File: config.mk
export PLATFORM = sky130hd
export DESIGN_NAME = int_to_ascii_radix_top
export DESIGN_NICKNAME = d
export VERILOG_FILES = /design/src/hw/rtl/itar_pkg.sv /design/src/hw/rtl/int_to_ascii_radix_top.sv /design/src/hw/rtl/itar_seq.sv /design/src/hw/rtl/itar_dpath.sv
export SDC_FILE = /design/constraint.sdc
export NUM_CORES = 1
export LEC_CHECK = 0
export ABC_AREA = 1
export BUFFER_PORTS_ARGS = -buffer_cell sky130_fd_sc_hd__buf_4
export CAP_MARGIN = 30
export CORE_MARGIN = 4
export CORE_UTILIZATION = 56
export DETAILED_ROUTE_END_ITERATION = 7
export PLACE_DENSITY = 0.73
export SLEW_MARGIN = 10
export SYNTH_ARGS = -nofsm -noshare
export SYNTH_HDL_FRONTEND = slang
export SYNTH_SLANG_ARGS = --single-unit
File: constraint.sdc
create_clock -name clk -period 12.2 [get_ports clk]
set_input_delay 1.83 -clock clk [delete_from_list [all_inputs] [get_ports clk]]
set_output_delay 1.83 -clock clk [all_outputs]
set_load 0.02 [all_outputs]
File: src/hw/rtl/itar_pkg.sv
// Shared types, constants and helpers for the radix text converter.
`timescale 1ns / 1ps
package itar_pkg;

	// Value and radix widths.
	localparam int VALUE_W   = 32;
	localparam int RADIX_W   = 6;
	localparam int CHAR_W    = 8;
	localparam int REM_W     = RADIX_W + 1;
	localparam int CHUNK_W   = 8;
	localparam int CHUNKS    = VALUE_W / CHUNK_W;
	localparam int CHUNK_CW  = (CHUNKS > 1) ? $clog2(CHUNKS) : 1;
	localparam int NDIG_W    = $clog2(VALUE_W + 1);
	localparam int DIG_IDX_W = $clog2(VALUE_W);
	localparam int PC_W      = 3;

	// Radix limits and reset value.
	localparam logic [RADIX_W-1:0] RADIX_MIN   = RADIX_W'(2);
	localparam logic [RADIX_W-1:0] RADIX_MAX   = RADIX_W'(36);
	localparam logic [RADIX_W-1:0] RADIX_RESET = RADIX_W'(10);

	// Character codes.
	localparam logic [CHAR_W-1:0] CH_ZERO  = 8'h30;
	localparam logic [CHAR_W-1:0] CH_ALPHA = 8'h41;
	localparam logic [CHAR_W-1:0] CH_MINUS = 8'h2D;
	localparam logic [RADIX_W-1:0] DEC_DIGITS = RADIX_W'(10);

	// Microcode jump conditions.
	typedef enum logic [2:0] {
		C_NEVER,
		C_ALWAYS,
		C_NO_START,
		C_DIV_RUN,
		C_QUOT_NZ,
		C_POS,
		C_MORE
	} cond_t;

	// Datapath controls of one microcode word.
	typedef struct packed {
		logic load;
		logic div;
		logic push;
		logic emit_sign;
		logic emit_digit;
	} ctrl_t;

	// Full microcode word.
	typedef struct packed {
		ctrl_t            ctrl;
		cond_t            cond;
		logic [PC_W-1:0]  target;
	} uword_t;

	// Datapath status that the sequencer branches on.
	typedef struct packed {
		logic div_last;
		logic quot_nz;
		logic neg;
		logic more;
	} stat_t;

	// Map one digit value to its ASCII character.
	function automatic logic [CHAR_W-1:0] digit_to_ascii(input logic [RADIX_W-1:0] d);
		logic [CHAR_W-1:0] res;
		if (d < DEC_DIGITS) begin
			res = CH_ZERO + CHAR_W'(d);
		end else begin
			res = CH_ALPHA + CHAR_W'(d - DEC_DIGITS);
		end
		return res;
	endfunction

endpackage

File: src/hw/rtl/int_to_ascii_radix_top.sv
// Top level of the signed integer to ASCII converter with a programmable radix.
`timescale 1ns / 1ps
// Usage:
//   A 32-bit signed number is taken at a rising edge with start high and busy low.
//   The text comes out most significant character first, one per cycle on
//   ascii_char with char_strobe high for one cycle; last_char marks the final
//   character. A negative value is preceded by '-'; zero gives a single '0'.
//   The user must write the radix register (2..36, reset 10) with radix_we and
//   radix_wdata only while busy is low; the block does not enforce this. Values
//   outside 2..36 are ignored.
// Sequence:
//   For each digit the division unit passes over the value in 8-bit chunks,
//   retiring eight quotient bits per cycle, and the remainder is then stored
//   in the digit buffer; digits repeat while the quotient is nonzero. The
//   characters then leave back to back after the sign test step, the last in
//   the final busy cycle. The block takes the next number once busy is low.
// Reset and flow:
//   Reset returns the sequencer to idle and the radix to 10. The receiver
//   cannot stall; every strobed character is a transfer.
module int_to_ascii_radix_top
	import itar_pkg::*;
(
	input  logic                      clk,
	input  logic                      arst_n,
	input  logic                      start,
	output logic                      busy,
	input  logic signed [VALUE_W-1:0] number,
	input  logic                      radix_we,
	input  logic [RADIX_W-1:0]        radix_wdata,
	output logic [CHAR_W-1:0]         ascii_char,
	output logic                      last_char,
	output logic                      char_strobe
);

	ctrl_t ctrl;
	stat_t stat;

	// Microcode sequencer.
	itar_seq u_seq (
		.clk    (clk),
		.arst_n (arst_n),
		.start  (start),
		.stat   (stat),
		.ctrl   (ctrl),
		.busy   (busy)
	);

	// Datapath.
	itar_dpath u_dpath (
		.clk         (clk),
		.arst_n      (arst_n),
		.start       (start),
		.ctrl        (ctrl),
		.number      (number),
		.radix_we    (radix_we),
		.radix_wdata (radix_wdata),
		.stat        (stat),
		.ascii_char  (ascii_char),
		.last_char   (last_char),
		.char_strobe (char_strobe)
	);

	// A character is only produced while a conversion is running.
	a_strobe_busy: assert property (@(posedge clk) disable iff (!arst_n)
		char_strobe |-> $past(busy))
		else $error("character strobe outside a conversion");

	// A conversion ends only right after its final character.
	a_end_last: assert property (@(posedge clk) disable iff (!arst_n)
		$fell(busy) |-> $past(char_strobe && last_char))
		else $error("conversion ended without a final character");

	// Characters of one number leave in consecutive cycles.
	a_contig: assert property (@(posedge clk) disable iff (!arst_n)
		(char_strobe && !last_char) |=> char_strobe)
		else $error("gap in the character stream");

endmodule

File: src/hw/rtl/itar_seq.sv
// Microcode sequencer: step counter, control store and conditional jumps.
`timescale 1ns / 1ps
module itar_seq
	import itar_pkg::*;
(
	input  logic  clk,
	input  logic  arst_n,
	input  logic  start,
	input  stat_t stat,
	output ctrl_t ctrl,
	output logic  busy
);

	// Step addresses of the program.
	localparam logic [PC_W-1:0] PC_IDLE = PC_W'(0);
	localparam logic [PC_W-1:0] PC_DIV  = PC_W'(1);
	localparam logic [PC_W-1:0] PC_PUSH = PC_W'(2);
	localparam logic [PC_W-1:0] PC_SGNT = PC_W'(3);
	localparam logic [PC_W-1:0] PC_SIGN = PC_W'(4);
	localparam logic [PC_W-1:0] PC_EMIT = PC_W'(5);
	localparam logic [PC_W-1:0] PC_RET  = PC_W'(6);

	localparam ctrl_t NO_OP = '{load: 1'b0, div: 1'b0, push: 1'b0,
		emit_sign: 1'b0, emit_digit: 1'b0};

	// Control store: a jump is taken when the condition holds, else the next step follows.
	function automatic uword_t ucode(input logic [PC_W-1:0] a);
		uword_t w;
		w = '{ctrl: NO_OP, cond: C_ALWAYS, target: PC_IDLE};
		unique case (a)
			PC_IDLE: begin
				w.ctrl.load = 1'b1;
				w.cond      = C_NO_START;
				w.target    = PC_IDLE;
			end
			PC_DIV: begin
				w.ctrl.div = 1'b1;
				w.cond     = C_DIV_RUN;
				w.target   = PC_DIV;
			end
			PC_PUSH: begin
				w.ctrl.push = 1'b1;
				w.cond      = C_QUOT_NZ;
				w.target    = PC_DIV;
			end
			PC_SGNT: begin
				w.cond   = C_POS;
				w.target = PC_EMIT;
			end
			PC_SIGN: begin
				w.ctrl.emit_sign = 1'b1;
				w.cond           = C_NEVER;
			end
			PC_EMIT: begin
				w.ctrl.emit_digit = 1'b1;
				w.cond            = C_MORE;
				w.target          = PC_EMIT;
			end
			PC_RET: begin
				w.cond   = C_ALWAYS;
				w.target = PC_IDLE;
			end
			default: begin
				w.cond   = C_ALWAYS;
				w.target = PC_IDLE;
			end
		endcase
		return w;
	endfunction

	logic [PC_W-1:0] pc_q;
	uword_t          word;
	logic            take;

	assign word = ucode(pc_q);
	assign ctrl = word.ctrl;
	assign busy = (pc_q != PC_IDLE);

	// Branch condition select.
	always_comb begin
		unique case (word.cond)
			C_NEVER:    take = 1'b0;
			C_ALWAYS:   take = 1'b1;
			C_NO_START: take = !start;
			C_DIV_RUN:  take = !stat.div_last;
			C_QUOT_NZ:  take = stat.quot_nz;
			C_POS:      take = !stat.neg;
			C_MORE:     take = stat.more;
			default:    take = 1'b1;
		endcase
	end

	// Step counter.
	always_ff @(posedge clk or negedge arst_n) begin
		if (!arst_n) begin
			pc_q <= PC_IDLE;
		end else begin
			pc_q <= take ? word.target : pc_q + PC_W'(1);
		end
	end

endmodule

File: src/hw/rtl/itar_dpath.sv
// Datapath: magnitude, chunked radix division, digit buffer and character output.
`timescale 1ns / 1ps
module itar_dpath
	import itar_pkg::*;
(
	input  logic                clk,
	input  logic                arst_n,
	input  logic                start,
	input  ctrl_t               ctrl,
	input  logic signed [VALUE_W-1:0] number,
	input  logic                radix_we,
	input  logic [RADIX_W-1:0]  radix_wdata,
	output stat_t               stat,
	output logic [CHAR_W-1:0]   ascii_char,
	output logic                last_char,
	output logic                char_strobe
);

	logic [RADIX_W-1:0]   radix_q;
	logic                 neg_q;
	logic [VALUE_W-1:0]   mag_q;
	logic [RADIX_W-1:0]   rem_q;
	logic [CHUNK_CW-1:0]  chunk_q;
	logic [NDIG_W-1:0]    nd_q;
	logic [RADIX_W-1:0]   digits_q [VALUE_W];
	logic [VALUE_W-1:0]   mag_nxt;
	logic [RADIX_W-1:0]   rem_nxt;
	logic [NDIG_W-1:0]    nd_dec;

	// Radix register: writes outside the legal range are dropped.
	always_ff @(posedge clk or negedge arst_n) begin
		if (!arst_n) begin
			radix_q <= RADIX_RESET;
		end else if (radix_we && radix_wdata >= RADIX_MIN && radix_wdata <= RADIX_MAX) begin
			radix_q <= radix_wdata;
		end
	end

	// One chunk of restoring division: quotient bits shift into the magnitude register.
	always_comb begin
		logic [REM_W-1:0]   t;
		logic [VALUE_W-1:0] m;
		logic [RADIX_W-1:0] r;
		m = mag_q;
		r = rem_q;
		for (int k = 0; k < CHUNK_W; k++) begin
			t = {r, m[VALUE_W-1]};
			m = {m[VALUE_W-2:0], 1'b0};
			if (t >= REM_W'(radix_q)) begin
				t    = t - REM_W'(radix_q);
				m[0] = 1'b1;
			end
			r = t[RADIX_W-1:0];
		end
		mag_nxt = m;
		rem_nxt = r;
	end

	assign nd_dec = nd_q - NDIG_W'(1);

	// Status for the sequencer.
	assign stat.div_last = (chunk_q == CHUNK_CW'(CHUNKS - 1));
	assign stat.quot_nz  = (mag_q != '0);
	assign stat.neg      = neg_q;
	assign stat.more     = (nd_q != NDIG_W'(1));

	// Control registers of the datapath.
	always_ff @(posedge clk or negedge arst_n) begin
		if (!arst_n) begin
			chunk_q     <= '0;
			nd_q        <= '0;
			char_strobe <= 1'b0;
		end else begin
			char_strobe <= ctrl.emit_sign || ctrl.emit_digit;
			if (ctrl.load && start) begin
				chunk_q <= '0;
				nd_q    <= '0;
			end
			if (ctrl.div) begin
				chunk_q <= stat.div_last ? '0 : chunk_q + CHUNK_CW'(1);
			end
			if (ctrl.push) begin
				nd_q <= nd_q + NDIG_W'(1);
			end
			if (ctrl.emit_digit) begin
				nd_q <= nd_dec;
			end
		end
	end

	// Payload registers: value, remainder, digit buffer and output character.
	always_ff @(posedge clk) begin
		if (ctrl.load && start) begin
			neg_q <= number[VALUE_W-1];
			mag_q <= number[VALUE_W-1] ? (~number + VALUE_W'(1)) : number;
			rem_q <= '0;
		end
		if (ctrl.div) begin
			mag_q <= mag_nxt;
			rem_q <= rem_nxt;
		end
		if (ctrl.push) begin
			digits_q[nd_q[DIG_IDX_W-1:0]] <= rem_q;
			rem_q <= '0;
		end
		if (ctrl.emit_sign) begin
			ascii_char <= CH_MINUS;
			last_char  <= 1'b0;
		end
		if (ctrl.emit_digit) begin
			ascii_char <= digit_to_ascii(digits_q[nd_dec[DIG_IDX_W-1:0]]);
			last_char  <= (nd_q == NDIG_W'(1));
		end
	end

endmodule
==> results.yml, run 1 <==
status:
  status: "completed"
worst_setup_path:
  crit_arrival_ns: 11.88
  cp_slowest_stage_delay_ns: 0.52
  reg2reg_depth: 84
  cp_max_fo: 7
  start_kind: "flip-flop"
  crit_required_ns: 12.62
  r2r-start: "u_dpath.radix_q[1]"
  crit_cells: 84
  startpoint: "u_dpath.radix_q[1]"
  crit_slowest_cell: "dfstp_2"
  crit_type: "reg -> reg"
  worst-path-buf-inv: 13
  cp-endpoint: "u_dpath.rem_q[1]"
  rr_endpoint: "u_dpath.rem_q[1]"
  rrSetupSlack_ns: 0.74
  cp_top_family: "compound AO/OA/AOI/OAI gates"
  cp_common_cell: "nand2_1"
  cp-end-kind: "flip-flop"
placed_design:
  post-dp-hpwl_mm: 23.1
  routabilityCongestion: 0.966
  place_ws_ns: -0.351
  port_buffers: 52
route:
  ant_nets: 0
  drcViolationCount: 0
  via_per_inst: 5.81
  vias: 11098
  drtIter0Drc: 1177
  dr.pass1.iters: 7
  wl_mm: 35.1
  routedWlPerCell_um: 18.4
floorplanning:
  fp.dieH_um: 167
  core_um2: 25100
  die_x_um: 167
  dieArea_um2: 28000
  start_util: 0.567
  std_cell_rows: 58
  ios: 53
clock_network:
  cts.sinks: 258
  cts_tree: "done"
  cts_buffers: 27
  cts.clk_slew.worst_paths_ns: 0.07
  ctsLongestPathBuffers: 3
  h-tree-depth: 1
  cts_hold_buf: 0
  clk_latency_ns: 0.54
  cts-root-buf: "clkbuf_16"
sta:
  relSlewSlack: 0.454
  fmax_mhz: 87.2
  min_period_over_period: 0.940
  holdWs_ns: 0.496
  hold_viol: 0
  setup_slack_ns: 0.737
  worst_slew_pin_slew_ns: 0.818
  finalSetupViolCount: 0
  clock_skew_ns: 0.0183
  finalMaxSlewViolations: 0
  period_minus_slack_ns: 11.46
grt:
  grt_usage: 0.239
  grt_pass1_vias: 10564
  grtUsageMet3: 0.0262
  grt_pass1_wl_mm: 54.4
  grt_start_max_net_pins: 104
  use_met2: 0.412
  grt_antenna_before_repair: 0
  busiest_layer: "met2"
  overflow: 0
  grtUsageMet1: 0.314
hold_path:
  hold_path_class: "reg -> reg"
yosys:
  async_flop_share: 0.0698
  synth_seq_cells: 258
  yosys_warnings: 0
  yosysMostFrequentCell: "nand2_1"
  synth.top_cell.area_share: 0.494
  yosys-top-cells-area: "edfxtp_1 49%, nand2_1 6.9%, ha_1 5.7%"
  synth_top_cell_by_area: "edfxtp_1"
  postSynthAreaPerCell_um2: 9.65
  synth-seq-area-share: 0.534
  synthDistinctLibCells: 50
  synth_edf_count: 234
  synth_common_cells: "260 x nand2_1, 234 x edfxtp_1, 174 x nor2_1"
  netlist_area_um2: 14200
  syn_inst: 1475
  synth_ff_type: "edfxtp_1"
  synth_nets: 1590
cells_and_area:
  layout-drive-gt1-share: 0.145
  antenna_cells: 0
  fin_util: 0.655
  syn_to_final_growth_pct: 15.6
  fin_nets: 1675
job:
  maxCapViolCount: 0
-- sequential cells by signal (all words and copies together), names as in the netlist, 2 cells and up --
name,cells
u_dpath.ascii_char,8
u_dpath.chunk_q,2
u_dpath.digits_q,192
u_dpath.mag_q,32
u_dpath.nd_q,6
u_dpath.radix_q,6
u_dpath.rem_q,6
u_seq.pc_q,3
-- cell type report --
cell class                      instances  area [um2]
Tap cell                              330         413
Timing Repair Buffer                  108         851
Inverter                              131         492
Multi-Input combinational cell       1034        6220
Clock buffer                           39         751
Clock inverter                         11         130
Sequential cell                       258        7600
Fill cell                            1921        8650
-- cells by family after synthesis --
group,count (synthesis),share of synthesized area
XOR/XNOR,64,0.0394
buffers and inverters,184,0.0491
adder cells (fa/ha/maj),73,0.0684
flip-flops,258,0.534
multiplexers,1,0.000791
AO/OA/AOI/OAI,317,0.129
AND/OR/NAND/NOR,578,0.179
-- layout by cell type (no fill, tap or decap), types with 11 or more instances in the layout --
cell type / synthesis / layout
ha_1: 65 / 54
nand2_1: 260 / 256
o211ai_1: 19 / 19
o221ai_1: 22 / 22
nand4_1: 17 / 17
clkbuf_16: 0 / 27
edfxtp_1: 234 / 234
o21ai_0: 157 / 148
nand3_1: 67 / 66
a21oi_1: 61 / 54
nor3_1: 11 / 11
xnor2_1: 27 / 27
nor2_1: 174 / 171
dfrtp_1: 16 / 15
buf_4: 0 / 106
inv_1: 127 / 123
o22ai_1: 22 / 22
xor2_1: 37 / 37
-- how the worst min path moves through the flow --
| stage | startpoint | endpoint | slack, ns | cells past startpoint |
|---|---|---|---|---|
| after floorplan | u_dpath.radix_q[2] | u_dpath.radix_q[2] | 0.45 | 2 |
| after global placement | u_dpath.radix_q[2] | u_dpath.radix_q[2] | 0.47 | 2 |
| after detailed placement | u_dpath.radix_q[5] | u_dpath.radix_q[5] | 0.48 | 2 |
| after CTS | u_dpath.chunk_q[0] | u_dpath.chunk_q[0] | 0.50 | 1 |
| after global routing | u_dpath.chunk_q[1] | u_dpath.chunk_q[1] | 0.52 | 1 |
| final | u_dpath.chunk_q[0] | u_dpath.chunk_q[0] | 0.50 | 1 |
-- per-stage QoR --
stage	setup TNS (ns)	instances	cell area [um2]
floorplan	0	1475	14200
global placement	0	1843	15100
detailed placement	-2.43	1843	15100
CTS	0	1895	16100
global route	-0.436	1911	16500
finish	0	1911	16500
-- worst register-to-register path, delay by kind of cell (launching register included) --
kind                       cells  cell delay, ns
AOI/OAI and AO/OA             28            4.17
adders and majority gates      8            2.31
buffers and inverters         13            1.06
DFF                            1            0.52
and+or+nand+nor               35            3.29
-- what timing repair did --
item | 4_1_cts | 5_1_grt
setup buffers | 2 | 13
endpoints found under the setup margin | 7 | 7
gates resized for setup | 7 | 51
pin swaps | 3 | 19
gates cloned | 0 | 1
-- per-layer routing --
metal	wire length, um	vias up
met1	14300	5264
met5	0	-
met4	1380	0
met3	1920	84
met2	17500	400
li1	-	5350
Power of run 1 is left out: the tool's default activity adds up to more than one toggle a clock period on the data nets, which glitch-free logic cannot reach.
==> run 2: changes to the inputs <==
--- a/config.mk
+++ b/config.mk
@@ -8,11 +8,14 @@
 export ABC_AREA = 1
 export BUFFER_PORTS_ARGS = -buffer_cell sky130_fd_sc_hd__buf_4
 export CAP_MARGIN = 30
+export CORE_ASPECT_RATIO = 0.8
 export CORE_MARGIN = 4
 export CORE_UTILIZATION = 56
 export DETAILED_ROUTE_END_ITERATION = 7
+export GPL_ROUTABILITY_DRIVEN = 0
 export PLACE_DENSITY = 0.73
 export SLEW_MARGIN = 10
 export SYNTH_ARGS = -nofsm -noshare
 export SYNTH_HDL_FRONTEND = slang
+export SYNTH_HIERARCHICAL = 1
 export SYNTH_SLANG_ARGS = --single-unit
==> run 2 against run 1 <==
The run now ends with negative setup slack left. Final area up 2.7%. Hold slack lost 0.014 ns. Non-clock buffer count grew 29. Global-route usage up 0.91 points. Synthesized cell count rose by 0.54%. Clock skew shrank 0.0068 ns. First-iteration DRC count grew 32%. Critical path depth is 2 lower. Highest routed layer is now met5.
==> results.yml, run 2 <==
clock_network:
  ctsLongestPathBuffers: 3
  h-tree-depth: 1
  cts.clk_slew.worst_paths_ns: 0.07
  cts.sinks: 258
  cts_tree: "done"
  cts-root-buf: "clkbuf_16"
  clk_latency_ns: 0.53
  cts_buffers: 25
  cts_hold_buf: 0
cells_and_area:
  antenna_cells: 0
  layout-drive-gt1-share: 0.213
  fin_nets: 1702
  final_cell_mix: "234 x edfxtp_1, 198 x nand2_1, 192 x nor2_1, 154 x o21ai_0, 131 x buf_4"
  syn_to_final_growth_pct: 18.6
  final-seq-area_um2: 7600
  fin_util: 0.684
  multi_input_area_um2: 6500
  fillerInstances: 1801
  largest_reg_flops: 192
  design_area_um2: 16900
  stdcell_count: 1925
  final_common_cell: "edfxtp_1"
sta:
  hold_viol: 0
  setup_slack_ns: -0.167
  finalSetupViolCount: 7
  relSlewSlack: 0.411
  fmax_mhz: 80.9
  finalMaxSlewViolations: 0
  clock_skew_ns: 0.0115
  min_period_over_period: 1.01
  rsz0062_at_grt: "true"
  worst_slew_pin_slew_ns: 0.884
  period_minus_slack_ns: 12.37
  finalSetupTns_ns: -0.806
yosys:
  yosys-top-cells-area: "edfxtp_1 49%, nand2_1 5.8%, o21ai_0 5.8%"
  yosys_warnings: 6
  synth_seq_cells: 258
  synth.top_cell.area_share: 0.493
  syn_inst: 1483
  synth_common_cells: "234 x edfxtp_1, 222 x nand2_1, 197 x nor2_1"
  synth_nets: 1596
  yosysMostFrequentCell: "edfxtp_1"
  postSynthAreaPerCell_um2: 9.61
  async_flop_share: 0.0698
  synth_edf_count: 234
  synth_ff_type: "edfxtp_1"
  synth_top_cell_by_area: "edfxtp_1"
  netlist_area_um2: 14300
  synthDistinctLibCells: 54
  synth-seq-area-share: 0.533
floorplanning:
  start_util: 0.577
  fp.dieH_um: 151
  ios: 53
  std_cell_rows: 51
  core_um2: 24700
  die_x_um: 186
  dieArea_um2: 28100
hold_path:
  worstHoldPathCells: 1
  min_to: "u_dpath/chunk_q[0]"
  min-delay-start: "u_dpath/chunk_q[0]"
  hold_path_class: "reg -> reg"
placed_design:
  dp_cells: 1831
  placed_cell_area_um2: 15100
  post-dp-hpwl_mm: 23.4
  port_buffers: 52
worst_setup_path:
  cp-end-kind: "flip-flop"
  crit_arrival_ns: 12.66
  r2r-start: "u_dpath/radix_q[1]"
  cp_top_family: "compound AO/OA/AOI/OAI gates"
  cp_common_cell: "a21oi_2"
  start_kind: "flip-flop"
  rrSetupSlack_ns: -0.17
  crit_required_ns: 12.49
  cp_max_fo: 8
  cp_slowest_stage_delay_ns: 0.55
  crit_slowest_cell: "dfstp_2"
  worst-path-buf-inv: 12
  crit_type: "reg -> reg"
  rr_endpoint: "u_dpath/mag_q[0]"
  reg2reg_depth: 82
route:
  drtIter0Drc: 1556
  dr.pass1.iters: 6
  routedWlPerCell_um: 19.6
  ant_nets: 0
  vias: 11521
  wl_mm: 37.7
  via_per_inst: 5.98
  drcViolationCount: 0
grt:
  grt_antenna_before_repair: 1
  grt_start_max_net_pins: 86
  grt_pass1_wl_mm: 55.8
  overflow: 0
  grt_usage: 0.248
  grt_pass1_vias: 10358
status:
  violations: "negative setup slack"
  status: "finished with violations"
job:
  maxCapViolCount: 0
run 2: layer usage:
| metal | GRT usage | vias up | share of wire |
|---|---|---|---|
| li1 | - | 5390 | - |
| met1 | 0.383 | 5441 | 0.44 |
| met2 | 0.377 | 612 | 0.44 |
| met3 | 0.0401 | 76 | 0.10 |
| met4 | 0.0488 | 2 | 0.021 |
| met5 | 0 | - | 0.00019 |
run 2: cells by family (layout without fill, tap and decap cells):
logic type,Yosys count,count (layout),synth area share
xor gates and xnor gates,53,53,0.0326
buffers and inverters,206,330,0.0576
and+or+nand+nor,547,547,0.168
DFF,258,258,0.533
AOI/OAI and AO/OA,348,348,0.142
adders and majority gates,71,71,0.0665
run 2: worst max-delay path by stage:
stage	slack, ns	endpoint	cells past startpoint	startpoint
2_1_floorplan	0.06	u_dpath/mag_q[0]	83	u_dpath/radix_q[1]
3_3_place_gp	0.12	u_dpath/mag_q[0]	77	u_dpath/radix_q[1]
3_5_place_dp	-0.48	u_dpath/mag_q[0]	80	u_dpath/radix_q[3]
4_1_cts	0.02	u_dpath/rem_q[4]	81	u_dpath/radix_q[3]
5_1_grt	-0.82	u_dpath/mag_q[0]	81	u_dpath/radix_q[1]
6_report	-0.17	u_dpath/mag_q[0]	82	u_dpath/radix_q[1]
run 2: area by class of cell:
type	instances	share of cell area
Sequential cell	258	0.450
Multi-Input combinational cell	1019	0.385
Clock buffer	29	0.0397
Clock inverter	16	0.00689
Timing Repair Buffer	137	0.0618
Inverter	148	0.0337
Tap cell	318	0.0235
run 2: stage by stage:
step / hold slack, ns / setup WS (ns)
after floorplan: 0.451 / 0.0551
after global placement: 0.471 / 0.121
after detailed placement: 0.471 / -0.484
after CTS: 0.482 / 0.0172
after global routing: 0.494 / -0.824
final: 0.481 / -0.167
run 2: repair_timing:
action,CTS,global route
gates resized for setup,9,124
buffers inserted,10,38
hold endpoints to repair,0,0
pin swaps,9,67
setup endpoints to repair,7,7
run 2: worst register-to-register path, delay by kind of cell (launching register included):
kind	cells	cell delay, ns
AND/OR/NAND/NOR	27	2.71
buffers and inverters	12	0.94
adder cells (fa/ha/maj)	8	2.05
AO/OA/AOI/OAI	35	5.87
flip-flops	1	0.55
Power of run 2 is left out for the same reason.
